<file path="config.mk">
export PLATFORM = sky130hd
export DESIGN_NAME = zip_traditional_decrypt
export DESIGN_NICKNAME = d
export VERILOG_FILES = /design/src/rtl/ztd_pkg.sv /design/src/rtl/ztd_ctrl.sv /design/src/rtl/ztd_datapath.sv /design/src/rtl/zip_traditional_decrypt.sv
export SDC_FILE = /design/constraint.sdc
export NUM_CORES = 1
export LEC_CHECK = 0
export BUFFER_PORTS_ARGS = -buffer_cell sky130_fd_sc_hd__buf_4
export CAP_MARGIN = 20
export CELL_PAD_IN_SITES_DETAIL_PLACEMENT = 2
export CELL_PAD_IN_SITES_GLOBAL_PLACEMENT = 2
export CORE_MARGIN = 5
export CORE_UTILIZATION = 38
export CTS_CLUSTER_SIZE = 28
export DETAILED_ROUTE_END_ITERATION = 8
export PLACE_DENSITY = 0.78
export SLEW_MARGIN = 0
export SYNTH_ARGS = -nofsm -noshare
export SYNTH_HDL_FRONTEND = slang
export SYNTH_SLANG_ARGS = --single-unit
</file>
<file path="constraint.sdc">
create_clock -name clk -period 5.25 [get_ports clk]
set_input_delay 1.05 -clock clk [delete_from_list [all_inputs] [get_ports clk]]
set_output_delay 1.05 -clock clk [all_outputs]
set_load 0.005 [all_outputs]
</file>
<file path="src/rtl/ztd_pkg.sv">
package ztd_pkg;

    // Initial key values loaded at reset and on restart.
    localparam logic [31:0] INIT_KEY0 = 32'd305419896;
    localparam logic [31:0] INIT_KEY1 = 32'd591751049;
    localparam logic [31:0] INIT_KEY2 = 32'd878082192;

    // Reflected CRC-32 polynomial and the key one multiplier.
    localparam logic [31:0] CRC_POLY = 32'hEDB88320;
    localparam logic [31:0] LCG_MULT = 32'd134775813;

    // Number of decrypted bytes that form the encryption header.
    localparam logic [3:0] HEADER_LEN = 4'd12;

    // Input item kinds.
    localparam logic FUNC_KEY    = 1'b0;
    localparam logic FUNC_CIPHER = 1'b1;

    // Commands from the controller to the datapath.
    typedef struct packed {
        logic accept;   // latch the input item, apply restart
        logic ks;       // keystream byte and plain byte
        logic crc0;     // CRC byte step on key zero
        logic add1;     // key one plus low byte of key zero
        logic mul1;     // key one times multiplier plus one
        logic crc2;     // CRC byte step on key two and load the result
    } ztd_cmd_t;

    // Status from the datapath to the controller.
    typedef struct packed {
        logic out_free; // output register empty or being taken
    } ztd_stat_t;

    // One reflected CRC-32 byte step.
    function automatic logic [31:0] crc_byte_step(input logic [31:0] crc,
                                                  input logic [7:0] b);
        logic [31:0] c;
        c = {24'd0, crc[7:0] ^ b};
        for (int i = 0; i < 8; i++) begin
            c = c[0] ? (CRC_POLY ^ (c >> 1)) : (c >> 1);
        end
        return c ^ (crc >> 8);
    endfunction

endpackage

</file>
<file path="src/rtl/ztd_ctrl.sv">
module ztd_ctrl (
    input  logic                clk,
    input  logic                rst_n,
    input  logic                s_tvalid,
    output logic                s_tready,
    input  ztd_pkg::ztd_stat_t  stat,
    output ztd_pkg::ztd_cmd_t   cmd
);

    localparam logic [2:0] ST_IDLE = 3'd0;
    localparam logic [2:0] ST_KS   = 3'd1;
    localparam logic [2:0] ST_CRC0 = 3'd2;
    localparam logic [2:0] ST_ADD1 = 3'd3;
    localparam logic [2:0] ST_MUL1 = 3'd4;
    localparam logic [2:0] ST_CRC2 = 3'd5;

    logic [2:0] state_reg;
    logic [2:0] state_next;

    assign s_tready = (state_reg == ST_IDLE);

    // Step through the key update, one stage per cycle, holding in the last stage while the output is not free.
    always_comb
    begin
        state_next = state_reg;
        cmd        = '0;
        unique case (state_reg)
            ST_IDLE:
            begin
                if (s_tvalid)
                begin
                    cmd.accept = 1'b1;
                    state_next = ST_KS;
                end
            end
            ST_KS:
            begin
                cmd.ks     = 1'b1;
                state_next = ST_CRC0;
            end
            ST_CRC0:
            begin
                cmd.crc0   = 1'b1;
                state_next = ST_ADD1;
            end
            ST_ADD1:
            begin
                cmd.add1   = 1'b1;
                state_next = ST_MUL1;
            end
            ST_MUL1:
            begin
                cmd.mul1   = 1'b1;
                state_next = ST_CRC2;
            end
            ST_CRC2:
            begin
                // Finish only when the output register can take the result.
                if (stat.out_free)
                begin
                    cmd.crc2   = 1'b1;
                    state_next = ST_IDLE;
                end
            end
            default:
            begin
                state_next = ST_IDLE;
            end
        endcase
    end

    always_ff @(posedge clk or negedge rst_n)
    begin
        if (!rst_n)
        begin
            state_reg <= ST_IDLE;
        end
        else
        begin
            state_reg <= state_next;
        end
    end

endmodule

</file>
<file path="src/rtl/ztd_datapath.sv">
module ztd_datapath (
    input  logic                clk,
    input  logic                rst_n,
    input  ztd_pkg::ztd_cmd_t   cmd,
    output ztd_pkg::ztd_stat_t  stat,
    input  logic [7:0]          s_tdata,   // [7:0] data_byte
    input  logic [1:0]          s_tuser,   // [0] func, [1] restart
    input  logic                s_tlast,   // final_in
    output logic                m_tvalid,
    input  logic                m_tready,
    output logic [7:0]          m_tdata,   // [7:0] plain_byte
    output logic                m_tuser,   // [0] in_header
    output logic                m_tlast    // final_out
);

    logic [31:0] key0_reg, key0_next;
    logic [31:0] key1_reg, key1_next;
    logic [31:0] key2_reg, key2_next;
    logic [3:0]  count_reg, count_next;
    logic        func_reg, func_next;
    logic        fin_reg, fin_next;
    logic [7:0]  byte_reg, byte_next;
    logic [7:0]  plain_reg, plain_next;
    logic        hdr_reg, hdr_next;
    logic        out_valid_reg, out_valid_next;
    logic [7:0]  out_data_reg, out_data_next;
    logic        out_hdr_reg, out_hdr_next;
    logic        out_last_reg, out_last_next;

    logic [15:0] ks_t;
    logic [31:0] ks_prod;
    logic [7:0]  ks_plain;

    // Keystream byte from the low half of key two.
    assign ks_t     = {key2_reg[15:2], 1'b1, key2_reg[0]};
    assign ks_prod  = 32'(ks_t) * 32'(ks_t ^ 16'h0001);
    assign ks_plain = byte_reg ^ ks_prod[15:8];

    assign stat.out_free = !out_valid_reg || m_tready;

    // Key state and per-item working registers.
    always_comb
    begin
        key0_next  = key0_reg;
        key1_next  = key1_reg;
        key2_next  = key2_reg;
        count_next = count_reg;
        func_next  = func_reg;
        fin_next   = fin_reg;
        byte_next  = byte_reg;
        plain_next = plain_reg;
        hdr_next   = hdr_reg;

        if (cmd.accept)
        begin
            func_next = s_tuser[0];
            fin_next  = s_tlast;
            byte_next = s_tdata;
            if (s_tuser[1])
            begin
                key0_next  = ztd_pkg::INIT_KEY0;
                key1_next  = ztd_pkg::INIT_KEY1;
                key2_next  = ztd_pkg::INIT_KEY2;
                count_next = '0;
            end
        end

        if (cmd.ks)
        begin
            if (func_reg == ztd_pkg::FUNC_CIPHER)
            begin
                plain_next = ks_plain;
                byte_next  = ks_plain;
                hdr_next   = (count_reg < ztd_pkg::HEADER_LEN);
                if (count_reg < ztd_pkg::HEADER_LEN)
                begin
                    count_next = count_reg + 4'd1;
                end
            end
            else
            begin
                plain_next = '0;
                hdr_next   = 1'b0;
            end
        end

        if (cmd.crc0)
        begin
            key0_next = ztd_pkg::crc_byte_step(key0_reg, byte_reg);
        end

        if (cmd.add1)
        begin
            key1_next = key1_reg + {24'd0, key0_reg[7:0]};
        end

        if (cmd.mul1)
        begin
            key1_next = (key1_reg * ztd_pkg::LCG_MULT) + 32'd1;
        end

        if (cmd.crc2)
        begin
            key2_next = ztd_pkg::crc_byte_step(key2_reg, key1_reg[31:24]);
        end
    end

    // Output register, loaded when the key update finishes.
    always_comb
    begin
        out_valid_next = out_valid_reg;
        out_data_next  = out_data_reg;
        out_hdr_next   = out_hdr_reg;
        out_last_next  = out_last_reg;
        if (out_valid_reg && m_tready)
        begin
            out_valid_next = 1'b0;
        end
        if (cmd.crc2)
        begin
            out_valid_next = 1'b1;
            out_data_next  = plain_reg;
            out_hdr_next   = hdr_reg;
            out_last_next  = fin_reg;
        end
    end

    always_ff @(posedge clk or negedge rst_n)
    begin
        if (!rst_n)
        begin
            key0_reg      <= ztd_pkg::INIT_KEY0;
            key1_reg      <= ztd_pkg::INIT_KEY1;
            key2_reg      <= ztd_pkg::INIT_KEY2;
            count_reg     <= '0;
            out_valid_reg <= 1'b0;
        end
        else
        begin
            key0_reg      <= key0_next;
            key1_reg      <= key1_next;
            key2_reg      <= key2_next;
            count_reg     <= count_next;
            out_valid_reg <= out_valid_next;
        end
    end

    always_ff @(posedge clk)
    begin
        func_reg     <= func_next;
        fin_reg      <= fin_next;
        byte_reg     <= byte_next;
        plain_reg    <= plain_next;
        hdr_reg      <= hdr_next;
        out_data_reg <= out_data_next;
        out_hdr_reg  <= out_hdr_next;
        out_last_reg <= out_last_next;
    end

    assign m_tvalid = out_valid_reg;
    assign m_tdata  = out_data_reg;
    assign m_tuser  = out_hdr_reg;
    assign m_tlast  = out_last_reg;

endmodule

</file>
<file path="src/rtl/zip_traditional_decrypt.sv">
// Traditional ZIP decryption, one byte per item.
// The result is loaded into the output register at the end of the serial key update
// (keystream, CRC on key zero, add and multiply on key one, CRC on key two), which
// waits in its last step while the output is not free; no new item is taken until then.
// Reset: asynchronous active low; keys load their initial constants,
// header count clears and the output register empties.
module zip_traditional_decrypt (
    input  logic        clk,
    input  logic        rst_n,
    input  logic        s_tvalid,
    output logic        s_tready,
    input  logic [7:0]  s_tdata,   // [7:0] data_byte
    input  logic [1:0]  s_tuser,   // [0] func, [1] restart
    input  logic        s_tlast,   // final_in
    output logic        m_tvalid,
    input  logic        m_tready,
    output logic [7:0]  m_tdata,   // [7:0] plain_byte
    output logic        m_tuser,   // [0] in_header
    output logic        m_tlast    // final_out
);

    ztd_pkg::ztd_cmd_t  cmd;
    ztd_pkg::ztd_stat_t stat;

    // Sequencer for the per-byte key update.
    ztd_ctrl u_ctrl (
        .clk      (clk),
        .rst_n    (rst_n),
        .s_tvalid (s_tvalid),
        .s_tready (s_tready),
        .stat     (stat),
        .cmd      (cmd)
    );

    // Keys, keystream and output register.
    ztd_datapath u_datapath (
        .clk      (clk),
        .rst_n    (rst_n),
        .cmd      (cmd),
        .stat     (stat),
        .s_tdata  (s_tdata),
        .s_tuser  (s_tuser),
        .s_tlast  (s_tlast),
        .m_tvalid (m_tvalid),
        .m_tready (m_tready),
        .m_tdata  (m_tdata),
        .m_tuser  (m_tuser),
        .m_tlast  (m_tlast)
    );

endmodule
</file>
== Word-level counts from Yosys, hierarchy flattened ==
Cells that the tools add are included.

* Equal/unequal tests: 7
* Bitwise logic cells: 22
* Reduce and logical (&&, ||, !) cells: 15
* $add $sub $neg: 3
* Magnitude comparators: 1
* Multipliers: 2
* Mux-type cells: 47

{| class="wikitable"
|+ Operators with widths
! kind !! number
|-
| 2-to-1 mux 32 bit || 26
|-
| inverter 13 -> 14 bit || 14
|-
| XOR 32 x 24 -> 32 bit || 2
|-
| adder 32 x 1 -> 32 bit, second input constant || 1
|-
| adder 32 x 8 -> 32 bit || 1
|-
| multiplier 32 x 28 -> 32 bit, second input constant || 1
|-
| inverter 1 -> 14 bit || 2
|-
| 2-to-1 mux 8 bit || 3
|-
| XOR 8 bit || 3
|-
| 2-to-1 mux 4 bit || 5
|-
| case mux 3 bit (6 select lines) || 1
|-
| multiplier 16 x 16 -> 16 bit || 1
|-
| 2-to-1 mux 1 bit || 10
|-
| nonzero test 2 bit || 5
|-
| AND reduction 2 bit || 4
|-
| == test 3 x 2 -> 1 bit, second input constant || 2
|-
| == test 3 bit, second input constant || 2
|-
| 2-to-1 mux 3 bit || 2
|-
| nonzero test 3 bit || 2
|-
| adder 4 x 1 -> 4 bit, second input constant || 1
|-
| less-than comparator 4 bit, second input constant || 1
|-
| != test 2 bit, second input constant || 2
|-
| == test 3 x 1 -> 1 bit, second input constant || 1
|-
| zero test 3 bit || 1
|-
| other kinds (4) || 4
|}

* Input port bits: 15
* Output and inout port bits: 12
* Register bits after elaboration: 133

== Depth between registers and ports, before layout ==
Gate-level depths: netlist of the first run.

* Depth after elaboration: 19
* Mapped depth: 23

== Cells and area by module ==
A second synthesis of the first run with hierarchy kept.

* Cell total of the unflattened synthesis: 1,546
* Area, all modules: 14,512.7 um^2

{| class="wikitable"
|+ By module, submodules not included
! module !! area each (um^2) !! times used !! cells an instance
|-
| ztd_datapath || 14,313.7 || 1 || 1,525
|-
| ztd_ctrl || 198.9 || 1 || 21
|}

== Least setup slack after synthesis of the first run ==
OpenSTA, ideal clock, no wires.

* Path kind: reg2reg
* Start point: reg u_datapath.key2_reg[3]
* End point: reg u_datapath.plain_reg[6], data pin
* Path buffers: 1
* Path slack: -468 ps
* Setup time: 257 ps
* Arrival time: 5,461 ps
* Data required time: 4,993 ps
* Cell stages (with the launch flop): 23
* Cell sequence: dfrtp_1 clkbuf_1 nand2_1 inv_1 fa_1 inv_1 fa_1 inv_1 fa_1 inv_1 fa_1 inv_1 fa_1 inv_1 fa_1 inv_1 ha_1 nand2_1 or4b_1 a41oi_2 xor2_2 xnor2_1 nor2_1

* Longest elaborated chain between the ends: 2

{| class="wikitable"
|+ RTL lines
! item !! RTL line !! source
|-
| start, declared || ztd_datapath.sv:18 || <nowiki>logic [31:0] key2_reg, key2_next;</nowiki>
|-
| start signal, assigned || ztd_datapath.sv:134 || <nowiki>key2_reg <= ztd_pkg::INIT_KEY2;</nowiki>
|-
| start signal, assigned || ztd_datapath.sv:142 || <nowiki>key2_reg <= key2_next;</nowiki>
|-
| multiplier 16 x 16 -> 16 bit || ztd_datapath.sv:36 || <nowiki>assign ks_prod = 32'(ks_t) * 32'(ks_t ^ 16'h0001);</nowiki>
|-
| XOR 8 bit || ztd_datapath.sv:37 || <nowiki>assign ks_plain = byte_reg ^ ks_prod[15:8];</nowiki>
|-
| end signal, assigned || ztd_datapath.sv:153 || <nowiki>plain_reg <= plain_next;</nowiki>
|-
| end, declared || ztd_datapath.sv:23 || <nowiki>logic [7:0] plain_reg, plain_next;</nowiki>
|}

No other way between the ends.
A chain may end at the register's enable or synchronous reset.

== Final worst setup path of the first run ==
* Start point: reg u_datapath.key2_reg[2]
* End point: reg u_datapath.plain_reg[6], data pin

Same word-level chain as after synthesis.

==> summary.md, run 1 <==
The via count of the first global-routing pass came out at 14,120. No sink is reached through more buffers than the 2 on the longest clock path. The final reports fail on negative setup slack. The average vias per placed instance came out at 5.620. The post-layout minimum cycle time is 5921 ps.

STA classifies the critical path endpoint as a register. Based on the critical path, the design can be clocked at up to 168.9 MHz. The detail-routed net length per standard cell was 25.90 um; the actual slew at the worst max-slew pin was 1122 ps. Synthesis inferred 133 register bits. The run finished, with violations left.

The arrival time of data at the critical path endpoint came out at 6130 ps. Class of the tightest hold or removal check: register to register. After synthesis, flip-flops and latches occupy 23.91% of the total area. Detailed placement ended at an HPWL of 39.51 mm. The H-tree was split into 4 levels. The logs give 76 for the count of different cell masters after synthesis and 25.04% for the relative max-transition margin.

Compared with the post-synthesis result, the final layout area differs by 15.86%. The overall global routing resource usage came out at 26.28%. The tools report the clock insertion delay at the later pin of the skew report as 450 ps. The tools report the total die area as 41,890 um2. The share of final-layout standard cells stronger than drive strength 1 was 17.44%. The vertical die dimension came out at 204.7 um. The library cells used most frequently in the layout, excluding fill and tap cells, are inv_1, ha_1, xnor2_1. Summed over all layers, the routed wires come to 55.39 mm. Of all nets on the critical path, the largest fanout is 3.

The mapped netlist covers 14,400 um2. The wire length of the first global-routing pass is 84.22 mm, and the DRC violations left is 0. The clock-pin slew of the registers on the worst-case setup and hold paths is 90 ps. Counting every instance in the synthesized netlist gives 1,522.

The count of TritonRoute iterations in the first routing pass is 5. After synthesis, the cell types taking the most area are fa_1, ha_1, dfrtp_1, xnor2_1, dfstp_2. In the final design database the tool counted 1,919 nets. Setup repair after global routing could not meet its margin everywhere. The tools report the total global routing overflow as 0. Most used flip-flop cell after synthesis: dfrtp_1.

The worst hold slack across all endpoints is 413.9 ps. Across the run, the number of max-cap violations was 0. Measured on the finished design, the core utilization comes to 44.40%. The clock tree root driver cell is clkbuf_16. The width of the die was 204.7 um. The Yosys step of the flow raised 0 warnings. The clock arrives with 21.10 ps of skew.

Entering global routing, the biggest net connects 42 pins. Number of flops mapped to enable cells by yosys: 21. Leaving out fill and tap cells, the most frequent cell in the layout is inv_1. The run gives 0.8477 as the routability congestion estimate. For the standard cell core area, the log shows 37,580 um2. For the total clock sinks, the log shows 133.

The tools report the sort of element at the start of the critical path as a register. In the synthesized netlist the async set-or-reset flop fraction comes to 78.20%. Count of pins over their slew limit: 0.

The logs give 5460 ps for the required arrival time at the worst endpoint and 0 for the initial antenna violation count. Each instance of the synthesized netlist takes up on average 9.461 um2. The net count of the mapped netlist came out at 1,826. The synthesized design spends more area on one cell type than any other, namely fa_1. Buffers inserted during clock tree synthesis total 17. The number of endpoints failing setup at the final stage was 11; the filler cell count was 3,992. 27 I/O pins were placed. The number of antenna diodes in the final layout is 0. The count of hold-fix buffers inserted at cts came out at 0. Number of standard-cell rows in the floorplan: 71.

Across all layers, the routed design uses 12,020 vias. For the count of final hold-check violations, the log shows 0. For the final routed database, the setup TNS stands at -6147 ps. Once the floorplan was initialized, standard cells occupied 38.32% of the core.

The final period utilization is 112.8%, and the top cell type's share of synthesized area is 16.40%. The classification of the worst setup path was register to register. The number of routed nets with antenna violations came out at 0. Number of DRC markers after the initial detailed-route iteration: 750. The final worst slack is -670.6 ps. TritonCTS built the clock tree. During placement, the flow inserted port buffers numbering 26.
[critical path, stage by stage (launching register included)]
cell and delay (ps):
dfrtp_1 440, and2_4 190, fa_1 550, inv_2 50, fa_1 510, inv_2 50, fa_1 540, inv_1 70
fa_1 490, inv_2 40, fa_1 520, inv_2 50, fa_1 500, inv_2 70, ha_4 310, nand2_4 60
or4b_4 510, a41oi_4 230, xor2_2 260, xnor2_1 160, nor2_1 60
[cell usage after synthesis (all sizes together) (21+ instances only)]
cell type    n
o21ai       95
xor2        57
clkbuf      38
nand2       76
ha         171
fa         118
nor2        68
edfxtp      21
xnor2      160
dfrtp       64
inv        231
nand3       60
dfstp       40
nor3        40
a21oi       75
[cells by family after synthesis]
family	Yosys count	synth area share (%)
AO/OA/AOI/OAI	272	11.75
other	1	0.02604
buffers and inverters	279	7.299
adder cells (fa/ha/maj)	289	31.26
flip-flops	133	23.91
AND/OR/NAND/NOR	325	10.97
XOR/XNOR	217	14.35
multiplexers	6	0.4344
[worst paths after layout]
| path | from | to | slack [ps] | cells past startpoint |
|---|---|---|---|---|
| hold reg to reg | u_datapath.plain_reg[1] | u_datapath.m_tdata[1] | 410 | 0 |
| max in group asynchronous | rst_n | u_datapath.key1_reg[10] | 3660 | 2 |
| hold / removal | u_datapath.plain_reg[1] | u_datapath.m_tdata[1] | 410 | 0 |
| setup / recovery | u_datapath.key2_reg[2] | u_datapath.plain_reg[6] | -670 | 20 |
| setup reg to reg | u_datapath.key2_reg[2] | u_datapath.plain_reg[6] | -670 | 20 |
| min in group asynchronous | rst_n | u_datapath.key2_reg[2] | 600 | 1 |
[metrics by stage]
stage | instances | instance area, um2 | worst slack (ps)
6_report | 2139 | 16680 | -670.6
5_1_grt | 2139 | 16680 | -783.8
4_1_cts | 2132 | 16530 | -538.6
3_5_place_dp | 2093 | 15740 | -744.0
3_3_place_gp | 2092 | 15710 | -307.0
2_1_floorplan | 1522 | 14480 | -253.1
[metal layers]
layer / track usage (%) / part of all wire (%)
met3: 3.688 / 3.7
met5: 0 / 0
met4: 12.08 / 5.1
met2: 48.59 / 53
met1: 29.90 / 39
[timing repair]
item,4_1_cts,5_1_grt
endpoints found under the setup margin,13,14
resized for setup,40,30
buffers inserted,9,8
pin swaps,27,28
[area by class of cell]
| class | count | area (um2) | area share, % |
|---|---|---|---|
| multi-input combinational | 1110 | 10200 | 61.15 |
| tap | 511 | 639.4 | 3.832 |
| clock buffer | 17 | 425.4 | 2.550 |
| clock inverter | 15 | 135.1 | 0.8100 |
| timing repair buffer | 120 | 958.4 | 5.745 |
| sequential | 133 | 3446 | 20.65 |
| inverter | 233 | 877.1 | 5.257 |
Power of run 1 is not shown: default switching activity piles up to over one toggle a cycle in this logic, so the estimate is an artifact.
==> inputs of run 2 (changes only) <==
--- a/config.mk
+++ b/config.mk
@@ -9,12 +9,10 @@
 export CAP_MARGIN = 20
 export CELL_PAD_IN_SITES_DETAIL_PLACEMENT = 2
 export CELL_PAD_IN_SITES_GLOBAL_PLACEMENT = 2
-export CORE_MARGIN = 5
 export CORE_UTILIZATION = 38
 export CTS_CLUSTER_SIZE = 28
 export DETAILED_ROUTE_END_ITERATION = 8
 export PLACE_DENSITY = 0.78
-export SLEW_MARGIN = 0
 export SYNTH_ARGS = -nofsm -noshare
 export SYNTH_HDL_FRONTEND = slang
 export SYNTH_SLANG_ARGS = --single-unit
==> summary.md, run 2 (synthesis results as in run 1) <==
The flow ran to the end, but the final reports show violations. The final reports fail on negative setup slack. Compared with the post-synthesis result, the final layout area differs by 16.71%. The tools report the total die area as 38,680 um2 (-7.7%). The number of DRC markers after the initial detailed-route iteration was 661 (-12%); the fmax was 166.9 MHz (-1.2%).

The clock insertion delay at the later pin of the skew report is 460 ps (about the same). Wire length on met3: 2.009 mm (-0.94%). The width of the die came out at 196.7 um (-3.9%). For the DRC violations left, the log shows 0 (unchanged). Largest fanout of any net on the critical path: 5 (+2). The signal on the critical path passes through buf_12 > buf_12 > fa_1 > inv_1 > fa_1 > inv_1 > ha_2 > fa_1 > fa_1 > inv_1 > fa_1 > inv_1 > ha_2 > nor2_1 > nor2_2 > inv_2 > or4b_4 > a41oi_4 > xor2_2 > xnor2_1 > nor2_1. The via count of the first global-routing pass is 13,770 (-2.5%).

The tools report the number of standard-cell rows in the floorplan as 70 (-1.4%). The highest routing layer actually used is met4. For the worst hold slack across all endpoints, the log shows 428.6 ps (+14.68 ps). The vertical die dimension was 196.7 um (-3.9%). The detail-routed net length per standard cell was 26.18 um (+1.1%); the starting density of the core was 38.96% (+0.64 points).

The run gives 15.80 ps (-5.299 ps) as the worst clock skew. The half-perimeter wire length after placement was 37.45 mm (-5.2%). Leaving out fill and tap cells, the most frequent cell in the layout is inv_1. TritonCTS built the clock tree.

The required arrival time at the worst endpoint was 5450 ps (about the same). The logs give 0 (unchanged) for the number of antenna cells inserted and 6190 ps (+60 ps) for the arrival time of data at the critical path endpoint. The standard cell core area was 36,960 um2 (-1.6%); the number of max-capacitance violations reported was 0 (unchanged).

Average vias per placed instance: 5.615 (-0.10%). STA classifies the critical path startpoint as a register. The capturing element type of the critical path was a register. The number of routed nets with antenna violations is 0 (unchanged).

The tools report the total global routing overflow as 0 (unchanged). Total wirelength of the detailed-routed design: 55.93 mm (+0.97%). The actual slew at the worst max-slew pin was 1018 ps (-103.8 ps); the number of CTS-inserted buffers was 17 (unchanged). The top cell types in the final layout, fill and taps aside, are inv_1, ha_1, xnor2_1. The logs give 1,923 (+0.21%) for the final-stage net count and 0.8134 (-4.0%) for the routability congestion estimate.

The I/O pin count was 27 (unchanged); the total length of routed met2 wires was 29.16 mm (about the same). The largest stage delay on the critical path was 610 ps (+60 ps). The count of pins over their slew limit came out at 0 (unchanged). The buffer depth of the longest clock path is 2 (unchanged), and the post-layout minimum cycle time is 5992 ps (+71.39 ps).

Setup repair after global routing could not meet its margin everywhere. The initial antenna violation count was 0 (unchanged). Critical path's top delay family: adder cells. The count of buffer and inverter cells on the critical path is 7 (+1). The worst setup path is of the register to register kind. The sum of negative setup slack is -5610 ps (+536.7 ps), and the number of endpoints failing setup at the final stage is 14 (+3). The via count was 11,990 (-0.24%); the final period utilization was 114.1% (+1.4 points).

For the post-route cell area, the log shows 16,810 um2 (+0.73%). In this design, the critical path's most frequently occurring cell is fa_1. The deepest level of the CTS H-tree came out at 4 (unchanged).

The tools report the count of final hold-check violations as 0 (unchanged). The cell with the largest stage delay on the worst path was fa_1. The tools report the clock tree root driver cell as clkbuf_16. The cell area reported after detailed placement is 15,680 um2 (-0.42%), and the maximum number of pins on one net before global-route repair is 54 (+29%).

The overall global routing resource usage is 28.03% (+1.7 points), and the port buffer count is 26 (unchanged). The tightest min-delay check is of the register to register type. The tools report the length of routed wiring on met1 as 22.47 mm (+5.2%). The clock-pin slew of the registers on the worst-case setup and hold paths came out at 80 ps (about the same). Final worst slack: -742.0 ps (-71.39 ps).

The logs give 5 (unchanged) for the count of TritonRoute iterations in the first routing pass and 133 (unchanged) for the total clock sinks. The share of final-layout standard cells stronger than drive strength 1 is 18.20% (+0.75 points), and the relative max-transition margin is 31.65% (+6.6 points). For the wire length of the first global-routing pass, the log shows 81.77 mm (-2.9%).
==> run 2: worst paths after layout <==
kind | startpoint | end | slack [ps] | cells after the start
setup / recovery | u_datapath.key2_reg[4] | u_datapath.plain_reg[6] | -740 | 21
hold / removal | u_datapath.plain_reg[7] | u_datapath.m_tdata[7] | 430 | 0
setup reg to reg | u_datapath.key2_reg[4] | u_datapath.plain_reg[6] | -740 | 21
hold reg to reg | u_datapath.plain_reg[7] | u_datapath.m_tdata[7] | 430 | 0
max in group asynchronous | rst_n | u_datapath.count_reg[2] | 3290 | 2
min in group asynchronous | rst_n | u_datapath.key2_reg[10] | 680 | 1
==> run 2: area by class of cell <==
type / count / area (um2)
clock buffer: 17 / 425.4
clock inverter: 15 / 162.7
fill: 3930 / 20150
inverter: 233 / 877.1
tap: 504 / 630.6
timing repair buffer: 124 / 1032
multi-input combinational: 1110 / 10230
sequential: 133 / 3446
==> run 2: per-stage QoR <==
step	std cells	utilization, %	worst slack (ps)
after CTS	2118	44.48	-471.1
after global placement	2081	42.41	-320.9
after detailed placement	2081	42.41	-660.6
after global routing	2136	45.47	-831.2
after floorplan	1522	-	-253.1
final	2136	45.47	-742.0
==> run 2: what timing repair did <==
item,CTS,global route
hold buffers,0,0
pin swaps,18,33
gates cloned,0,1
gates resized for setup,34,48
setup endpoints to repair,11,14
buffers inserted,5,20
==> run 2: per-layer routing <==
| layer | vias up | track usage (%) |
|---|---|---|
| met4 | 0 | 10.77 |
| li1 | 5265 | - |
| met3 | 146 | 4.073 |
| met5 | - | 0 |
| met1 | 6260 | 33.84 |
| met2 | 322 | 50.22 |
Power of run 2 is left out for the same reason.
==> inputs of run 3 (changes only) <==
--- a/config.mk
+++ b/config.mk
@@ -7,7 +7,7 @@
 export LEC_CHECK = 0
 export BUFFER_PORTS_ARGS = -buffer_cell sky130_fd_sc_hd__buf_4
 export CAP_MARGIN = 20
-export CELL_PAD_IN_SITES_DETAIL_PLACEMENT = 2
+export CELL_PAD_IN_SITES_DETAIL_PLACEMENT = 0
 export CELL_PAD_IN_SITES_GLOBAL_PLACEMENT = 2
 export CORE_UTILIZATION = 38
 export CTS_CLUSTER_SIZE = 28
==> summary.md, run 3 (synthesis results as in run 1) <==
The via count was 10,770 (-10%). The checks that failed: negative setup slack. The half-perimeter wire length after placement is 29.25 mm (-22%). The count of final hold-check violations was 0 (unchanged); the required arrival time at the worst endpoint was 5560 ps (+110 ps). Number of DRC markers after the initial detailed-route iteration: 598 (-9.5%).

For the wire length of the first global-routing pass, the log shows 62.28 mm (-24%). Deepest level of the CTS H-tree: 4 (unchanged). The initial antenna violation count is 0 (unchanged), and the routability congestion estimate is 0.8134 (unchanged). The total die area was 38,680 um2 (unchanged). The root buffer cell chosen for the clock tree is clkbuf_16.

The overall global routing resource usage came out at 20.68% (-7.4 points). Final period utilization: 105.7% (-8.4 points). For the number of standard-cell rows in the floorplan, the log shows 70 (unchanged). Total wirelength of the detailed-routed design: 37.79 mm (-32%). The sort of element at the start of the critical path was a register. Setup repair after global routing could not meet its margin everywhere. The buffer depth of the longest clock path is 2 (unchanged), and the actual slew at the worst max-slew pin is 942.3 ps (-75.64 ps). The tools report the DRC violations left as 0 (unchanged). The total area of multi-input combinational cells was 10,180 um2 (-0.53%). For the number of routed nets with antenna violations, the log shows 0 (unchanged). The vertical die dimension works out to 196.7 um (unchanged). TritonCTS built the clock tree.

The run gives 0 (unchanged) as the number of antenna cells inserted. Clock-pin slew of the registers on the worst-case setup and hold paths: 70 ps (about the same). The worst setup path is captured at a register.

For the standard cell core area, the log shows 36,960 um2 (unchanged). Starting density of the core: 38.96% (unchanged). The flow ran to the end, but the final reports show violations. The worst hold path belongs to the class register to register. The count of TritonRoute iterations in the first routing pass was 5 (unchanged); the number of endpoints failing setup at the final stage was 5 (-9).

The port buffer count is 26 (unchanged), and the average vias per placed instance is 5.069 (-9.7%). The total global routing overflow is 0 (unchanged), and the via count of the first global-routing pass is 11,520 (-16%). The register area is 3446 um2 (unchanged). The final worst slack was -298.5 ps (+443.5 ps); the maximum number of pins on one net before global-route repair was 54 (unchanged). Most common cell after layout, fill and taps aside: inv_1. The arrival time of data at the critical path endpoint was 5860 ps (-330 ps); the share of final-layout standard cells stronger than drive strength 1 was 16.59% (-1.6 points).

The run gives 1,912 (-0.57%) as the final-stage net count. The number of max-capacitance violations reported was 0 (unchanged); the I/O pin count was 27 (unchanged). The run gives 133 (unchanged) as the total clock sinks. The critical path is of the register to register type. The logs give 416.2 ps (-12.39 ps) for the worst hold slack across all endpoints and 14.89 ps (-0.9054 ps) for the worst clock skew. In the layout the commonest cells are inv_1, ha_1, xnor2_1. The largest fanout of any net on the critical path came out at 4 (-1).

The run gives 17 (unchanged) as the number of CTS-inserted buffers. The synthesis-to-layout area growth was 15.18%. The logs give 430 ps (-30 ps) for the clock insertion delay at the later pin of the skew report and 180.2 MHz (+8.0%) for the fmax. Relative max-transition margin: 37.03% (+5.4 points).

The post-layout minimum cycle time was 5549 ps (-443.5 ps). The run gives 0 (unchanged) as the count of pins over their slew limit. The detail-routed net length per standard cell was 17.78 um (-32%). The width of the die is 196.7 um (unchanged), and the filler cell count is 3,668 (-6.7%).
run 3: changes by cell type in the layout (fill, tap and decap cells not counted), sizes merged:
cell and change:
buf -10, clkbuf -1, clkinv -1, inv +1
run 3: final timing paths:
check | start | endpoint | slack [ps] | depth (start not counted)
worst max-delay path | u_datapath.key2_reg[2] | u_datapath.byte_reg[6] | -300 | 20
worst min-delay path | u_datapath.plain_reg[7] | u_datapath.m_tdata[7] | 420 | 0
worst max register to register | u_datapath.key2_reg[2] | u_datapath.byte_reg[6] | -300 | 20
worst min register to register | u_datapath.plain_reg[7] | u_datapath.m_tdata[7] | 420 | 0
max in group asynchronous | rst_n | u_ctrl.state_reg[2] | 3320 | 2
min in group asynchronous | rst_n | u_datapath.key2_reg[1] | 710 | 1
run 3: cell type report:
cell class,count,share of cell area (%)
Sequential cell,133,20.78
Timing Repair Buffer,113,5.228
Inverter,233,5.273
Clock buffer,17,2.565
Multi-Input combinational cell,1110,61.37
Tap cell,504,3.802
Clock inverter,15,0.9882
run 3: per-stage QoR:
stage / utilization (%) / instance area, um2 / setup slack (ps) / TNS [ps] / instances
after CTS: 44.32 / 16380 / -194.0 / -966.5 / 2117
final: 44.87 / 16590 / -298.5 / -1118 / 2125
after detailed placement: 42.41 / 15680 / -348.1 / -1930 / 2081
after global routing: 44.87 / 16590 / -485.7 / -2819 / 2125
after global placement: 42.41 / 15680 / -320.9 / -1768 / 2081
after floorplan: - / 14480 / -253.1 / -707.7 / 1522
run 3: repair_timing:
item | 4_1_cts | 5_1_grt
hold buffers | 0 | 0
setup buffers | 4 | 10
endpoints found under the setup margin | 10 | 12
gates resized for setup | 18 | 34
pin swaps | 15 | 29
run 3: worst max-delay path, cell delays in order, from the launching register on:
cell and delay (ps):
dfrtp_1 390, buf_6 140, buf_4 140, nand2_1 100, fa_1 470, fa_2 420, fa_1 440, fa_1 490
inv_1 60, fa_1 540, inv_2 40, fa_1 490, inv_2 50, ha_4 270, nand2_4 50, or4b_4 530
a41oi_4 260, xor2_2 210, buf_4 140, a31oi_1 60, a21boi_1 140
run 3: routing by layer:
metal,GRT usage (%),vias to the layer above,part of all wire (%),routed length (um)
li1,-,5251,-,-
met1,28.52,5319,48,18210
met2,34.33,164,47,17760
met3,2.413,37,2.9,1091
met4,5.484,0,1.9,722
met5,0,-,0,0
Power of run 3 is left out for the same reason.
